`config.mk`:
```
export PLATFORM = sky130hd
export DESIGN_NAME = ole_store
export DESIGN_NICKNAME = d
export VERILOG_FILES = /design/src/design/assert_macros.svh /design/src/design/ole_pkg.sv /design/src/design/ole_store.sv
export SDC_FILE = /design/constraint.sdc
export NUM_CORES = 2
export LEC_CHECK = 0
export BUFFER_PORTS_ARGS = -buffer_cell sky130_fd_sc_hd__buf_2
export CAP_MARGIN = 20
export CORE_MARGIN = 5
export CORE_UTILIZATION = 40
export CTS_CLUSTER_SIZE = 20
export DETAILED_ROUTE_END_ITERATION = 12
export GPL_ROUTABILITY_DRIVEN = 0
export PLACE_DENSITY = 0.66
export SKIP_CTS_REPAIR_TIMING = 1
export SLEW_MARGIN = 0
export SYNTH_ARGS = -nofsm -noshare
export SYNTH_HDL_FRONTEND = slang
export SYNTH_SLANG_ARGS = --single-unit
```
`constraint.sdc`:
```
create_clock -name clk -period 13.35 [get_ports clk]
set_input_delay 3.3375 -clock clk [delete_from_list [all_inputs] [get_ports clk]]
set_output_delay 3.3375 -clock clk [all_outputs]
set_load 0.1 [all_outputs]
```
`src/design/assert_macros.svh`:
```
// ----------------------------------------------------------------------------
// Assertion macros
// Concurrent property checks for simulation; they expand to nothing when the
// code is taken to synthesis.
// ----------------------------------------------------------------------------
`ifndef ASSERT_MACROS_SVH
`define ASSERT_MACROS_SVH

`ifndef SYNTHESIS

// cond must hold at every clock edge outside reset
`define ASSERT_ALWAYS(label, clk, rst_n, cond) \
  label: assert property (@(posedge clk) disable iff (!rst_n) (cond)) \
    else $error("assertion failed: always");

// cons must hold in the same cycle as ante
`define ASSERT_IMPLY(label, clk, rst_n, ante, cons) \
  label: assert property (@(posedge clk) disable iff (!rst_n) (ante) |-> (cons)) \
    else $error("assertion failed: implication");

// cons must hold in the cycle after ante
`define ASSERT_NEXT(label, clk, rst_n, ante, cons) \
  label: assert property (@(posedge clk) disable iff (!rst_n) (ante) |=> (cons)) \
    else $error("assertion failed: next cycle");

`else

`define ASSERT_ALWAYS(label, clk, rst_n, cond)
`define ASSERT_IMPLY(label, clk, rst_n, ante, cons)
`define ASSERT_NEXT(label, clk, rst_n, ante, cons)

`endif

`endif

```
`src/design/ole_pkg.sv`:
```
// ----------------------------------------------------------------------------
// Ordered list engine package
// Opcodes, status codes, sequencer states and default sizes.
// ----------------------------------------------------------------------------
`timescale 1ns / 1ps
`default_nettype none

package ole_pkg;

  localparam int CAPACITY_DEF   = 64;
  localparam int ITEM_WIDTH_DEF = 32;

  localparam int OPCODE_W = 3;
  localparam int POS_W    = 7;
  localparam int VALUE_W  = 32;
  localparam int STATUS_W = 2;
  localparam int COUNT_W  = 7;

  typedef enum logic [OPCODE_W-1:0] {
    OP_INSERT     = 3'd0,
    OP_REPLACE    = 3'd1,
    OP_READ       = 3'd2,
    OP_REMOVE_POS = 3'd3,
    OP_REMOVE_VAL = 3'd4,
    OP_FIND       = 3'd5,
    OP_CLEAR      = 3'd6
  } op_t;

  typedef enum logic [STATUS_W-1:0] {
    ST_OK    = 2'd0,
    ST_RANGE = 2'd1,
    ST_FULL  = 2'd2,
    ST_EMPTY = 2'd3
  } status_t;

  typedef enum logic [2:0] {
    S_IDLE,
    S_UP,
    S_PUT,
    S_TAKE,
    S_SEARCH,
    S_DOWN,
    S_DONE
  } state_t;

endpackage

`default_nettype wire

```
`src/design/ole_store.sv`:
```
// ----------------------------------------------------------------------------
// Ordered list entry store
// Single write port, single read port memory with registered read data.
// ----------------------------------------------------------------------------
`timescale 1ns / 1ps
`default_nettype none

module ole_store
  import ole_pkg::*;
#(
  parameter int DEPTH = CAPACITY_DEF,
  parameter int WIDTH = ITEM_WIDTH_DEF
) (
  input  wire logic                     clk,
  input  wire logic                     we,
  input  wire logic [$clog2(DEPTH)-1:0] waddr,
  input  wire logic [WIDTH-1:0]         wdata,
  input  wire logic [$clog2(DEPTH)-1:0] raddr,
  output logic      [WIDTH-1:0]         rdata
);

  logic [WIDTH-1:0] mem [DEPTH];

  always_ff @(posedge clk) begin
    if (we) begin
      mem[waddr] <= wdata;
    end
  end

  always_ff @(posedge clk) begin
    rdata <= mem[raddr];
  end

endmodule

`default_nettype wire
```
* Word-level counts from Yosys, hierarchy flattened
Memory sizes are Yosys's and may differ from the RTL's. A register that Yosys moved wholly into a read port is not among the register bits. Index checks and enable logic that the tools add are counted.
Word-level totals: logic and storage cells 3, output and inout bits 32, memories 1, latch bits 0, ROM bits 0, bits in registers 0, input port bits 46, RAM bits 2048
Operators by class: reduce and logical (&&, ||, !) cells 0, divide/modulo/power cells 0, $mul 0, shift operators 0, add/subtract/negate cells 0, bitwise logic cells 0, multiplexer cells 2, eq/ne operators 0, $lt $le $gt $ge 0
Memory list:
- mem | words 64, bits a word 32, read ports 1, clocked after Yosys merged registers in 1, write ports 1, line ole_store.sv:22 | logic [WIDTH-1:0] mem [DEPTH];
Operators with widths (count):
- $mux 1 | 2

* Depth between registers and ports, before layout
depth in word-level cells 2, gate-level depth with buffers 10, mapped depth without buffers 5

* Least setup slack after synthesis
Ideal clock, no wire load.
kind input-to-reg, start input port waddr[3], end memory mem[48][0] (netlist name) (enable), required time 12889 ps, setup time 461 ps, arrival time 6036 ps, stages on the path 4, slack 6853 ps, buffers on the path 1, cells stage by stage clkbuf_1 > nor2b_1 > nand4b_1 > nor3_1
RTL lines:
- from (decl) | line ole_store.sv:16 | input wire logic [$clog2(DEPTH)-1:0] waddr,
- to (decl) | line ole_store.sv:22
No word-level cell before the write port.

==> impl_results.md <==
- Gr usage total: 0.194
- First-pass iteration count of the detailed router: 5
- First-pass GRT wire length: 283000 um
- Cell variety after synth: 34
- Fillers: 15848
- Place WS: 6.00 ns
- Core area: 195000 um2
- Worst-margin pin slew: 1.15 ns
- WHS Path Cells: 4
- Num CTS Buffers: 199
- Crit Path Category: input port to flop
- Drt total wl: 200000 um
- Detail Route Antenna Nets: 0
- RSZ-0062 raised after global routing: false
- Vias in the first global route: 37402
- Clock skew: 0.0391 ns
- Fin nets: 3582
- Asr flop ratio synth: 0
- Antenna violations before repair: 20
- Worst VDD drop: 0.101 mV
- Arrival @ worst endpoint: 7.03 ns
- Die height: 453 um
- Hold Violations, Final: 0
- Aggregate global routing overflow: 0
- Crit-path leading delay family: buffers and inverters
- Final core occ: 0.458
- DRC viols: 0
- Worst reg2reg endpoint: rdata[30]$_DFF_P_
- Pin count of the biggest net entering global routing: 107
- Worst rel slew slack: 0.235
- Yosys warns: 0
- 1st-iter DRT viols: 4364
- Vias: 37130
- Setup-failing EPs final: 0
- Max-cap viol count: 0
- Area occupied by multi-input gates: 16000 um2
- Post-placement cell count: 5942
- Synth top area cells: edfxtp_1 78%, mux4_2 16%, mux2i_1 1.2%
- Layout area overhead: 13.8%
- Reg clk slew, reported paths: 0.06 ns
- Worst path bufs/invs: 3
- Die W: 453 um
- Fin cells: 6342
- Clock Sink Count: 2080
- CP Launch Type: input port
- H-tree levels: 4
- Min Tclk post-route: 6.35 ns
- Main synth FF type: edfxtp_1
- Avg Inst Size Synth: 23.6 um2
- CTS tree: yes
- Maximum clock path buffer count: 3
- Mapped Cells: 3324
- Post-synthesis register bit count: 2080
- CP cell instances: buf_8, buf_4, buf_4, mux4_2, o22ai_1, nor2_1, a21oi_1, nor2_1
- HP Class: flop to flop
- Final worst slack: 7.00 ns
- Port bufs: 77
- FF+latch area: 62100 um2
- Final Slew Violations: 0
- Lkg Pwr: 0.0275 uW
- DR WL/cell: 31.6 um
- Hpwl dp: 103000 um
- Setup TNS: 0 ns
- R2R depth: 4
- Die Area: 205000 um2
- Slowest-stage cell, CP: buf_4
- Worst path required time: 14.03 ns
- Fmax: 158 MHz
- Clk_lat worst skew: 0.83 ns
- Power per cell area: 151 nW/um2
- Largest area contributor in the synthesized netlist: edfxtp_1
- Worst setup EP type: flop
- CP max FO: 56
- Mapped cell area: 78500 um2
- CP Launch Point: raddr[0]
- Finished Cell Area: 89300 um2
- Final cycle utilization of the critical path: 0.475
- Min-delay src: mem[28][4]$_DFFE_PP_
- Row count: 162
- Top cell type's share of synthesized area: 0.783
- Crit Reg-Reg Startpoint: mem[20][30]$_DFFE_PP_
- Worst Hold End: rdata[4]$_DFF_P_
- CP max stage delay: 0.80 ns
- Placed cell area: 82600 um2
- Vias per cell: 5.85
- Starting density of the core: 0.402
- Seq/Total Area, Yosys: 0.791
- Mapped Nets: 3370
- Layout cells sized above 1: 0.290
- Reg-to-reg setup timing slack: 11.14 ns
- Post-synth EDFFs: 2048
- Root buffer cell: clkbuf_16
- Run status: complete, no violations
- Io pins: 78
worst max-delay path by stage:
stage | endpoint | slack, ns | cells after the start
floorplan | mem[48][0]$_DFFE_PP_ | 6.85 | 4
CTS | rdata[16]$_DFF_P_ | 6.91 | 8
global route | rdata[16]$_DFF_P_ | 6.74 | 8
global placement | rdata[16]$_DFF_P_ | 6.00 | 8
detailed placement | rdata[2]$_DFF_P_ | 6.00 | 8
finish | rdata[2]$_DFF_P_ | 7.00 | 8
state kept, by name (all words and copies together) (netlist names):
register  count
rdata        32
mem        2048
through the flow:
step	power, uW	hold slack [ns]
3_3_place_gp	8120	0.750
6_report	13500	0.765
4_1_cts	13600	0.766
2_1_floorplan	7840	0.663
3_5_place_dp	8140	0.754
5_1_grt	13900	0.855
cell families (layout without fill, tap and decap cells):
| logic type | after synthesis | after routing | synth area share |
|---|---|---|---|
| flip-flops | 2080 | 2080 | 0.791 |
| AO/OA/AOI/OAI | 202 | 202 | 0.0167 |
| other | 0 | 10 | 0 |
| multiplexers | 637 | 637 | 0.168 |
| buffers and inverters | 182 | 566 | 0.0113 |
| AND/OR/NAND/NOR | 223 | 223 | 0.0127 |
cell usage after synthesis (all sizes together), types with 4 or more instances:
| cell | number |
|---|---|
| o32ai | 4 |
| a311oi | 8 |
| dfxtp | 32 |
| clkbuf | 74 |
| and3 | 4 |
| nor2 | 137 |
| or3b | 5 |
| buf | 108 |
| o221ai | 27 |
| a21oi | 62 |
| nand2b | 8 |
| nand3b | 5 |
| mux2i | 93 |
| mux4 | 544 |
| o22ai | 84 |
| nand3 | 5 |
| nor2b | 15 |
| edfxtp | 2048 |
| a41o | 4 |
| nand2 | 26 |
| nor3 | 7 |
| a22oi | 12 |
report_power, final:
| group | internal [uW] | leakage [uW] | switching [uW] |
|---|---|---|---|
| Sequential | 7230 | 0.0187 | 34.2 |
| Clock | 3090 | 0.00308 | 2390 |
| Combinational | 242 | 0.00568 | 490 |
| Total | 10600 | 0.0275 | 2920 |
layout make-up:
cell class / count / area share
sequential: 2080 / 0.696
multi-input combinational: 1062 / 0.179
clock buffer: 245 / 0.0587
tap: 2624 / 0.0368
timing repair buffer: 193 / 0.0175
clock inverter: 128 / 0.0123
antenna: 10 / 0.000280
placed cells by master (no fill, tap or decap), drive strengths merged:
master    Yosys  layout
o22ai        84      84
nand3b        5       5
or3           3       3
edfxtp     2048    2048
clkbuf       74     245
diode         0      10
a41o          4       4
and3          4       4
mux4        544     544
or2           3       3
clkinvlp      0       6
nand2        26      26
mux2i        93      93
a21oi        62      62
nand2b        8       8
nor3          7       7
nand3         5       5
inv           0       9
a311oi        8       8
dfxtp        32      32
nand4b        1       1
and2          2       2
a22oi        12      12
nand4         2       2
clkinv        0      98
a31oi         1       1
nor2b        15      15
o32ai         4       4
bufinv        0      15
or3b          5       5
nor2        137     137
o221ai       27      27
buf         108     193
worst reg2reg max path: cells and delay by family (launching register included):
family / cells / cell delay [ns]
AO/OA/AOI/OAI: 1 / 0.60
flip-flops: 1 / 0.36
multiplexers: 2 / 0.96
AND/OR/NAND/NOR: 1 / 0.13
layer usage:
| layer | routed length (um) | global-route usage |
|---|---|---|
| met3 | 18900 | 0.0397 |
| met1 | 76200 | 0.263 |
| met2 | 99800 | 0.322 |
| met4 | 5180 | 0.0518 |
| met5 | 69 | 0 |
Power figures use the tool's default switching activity.
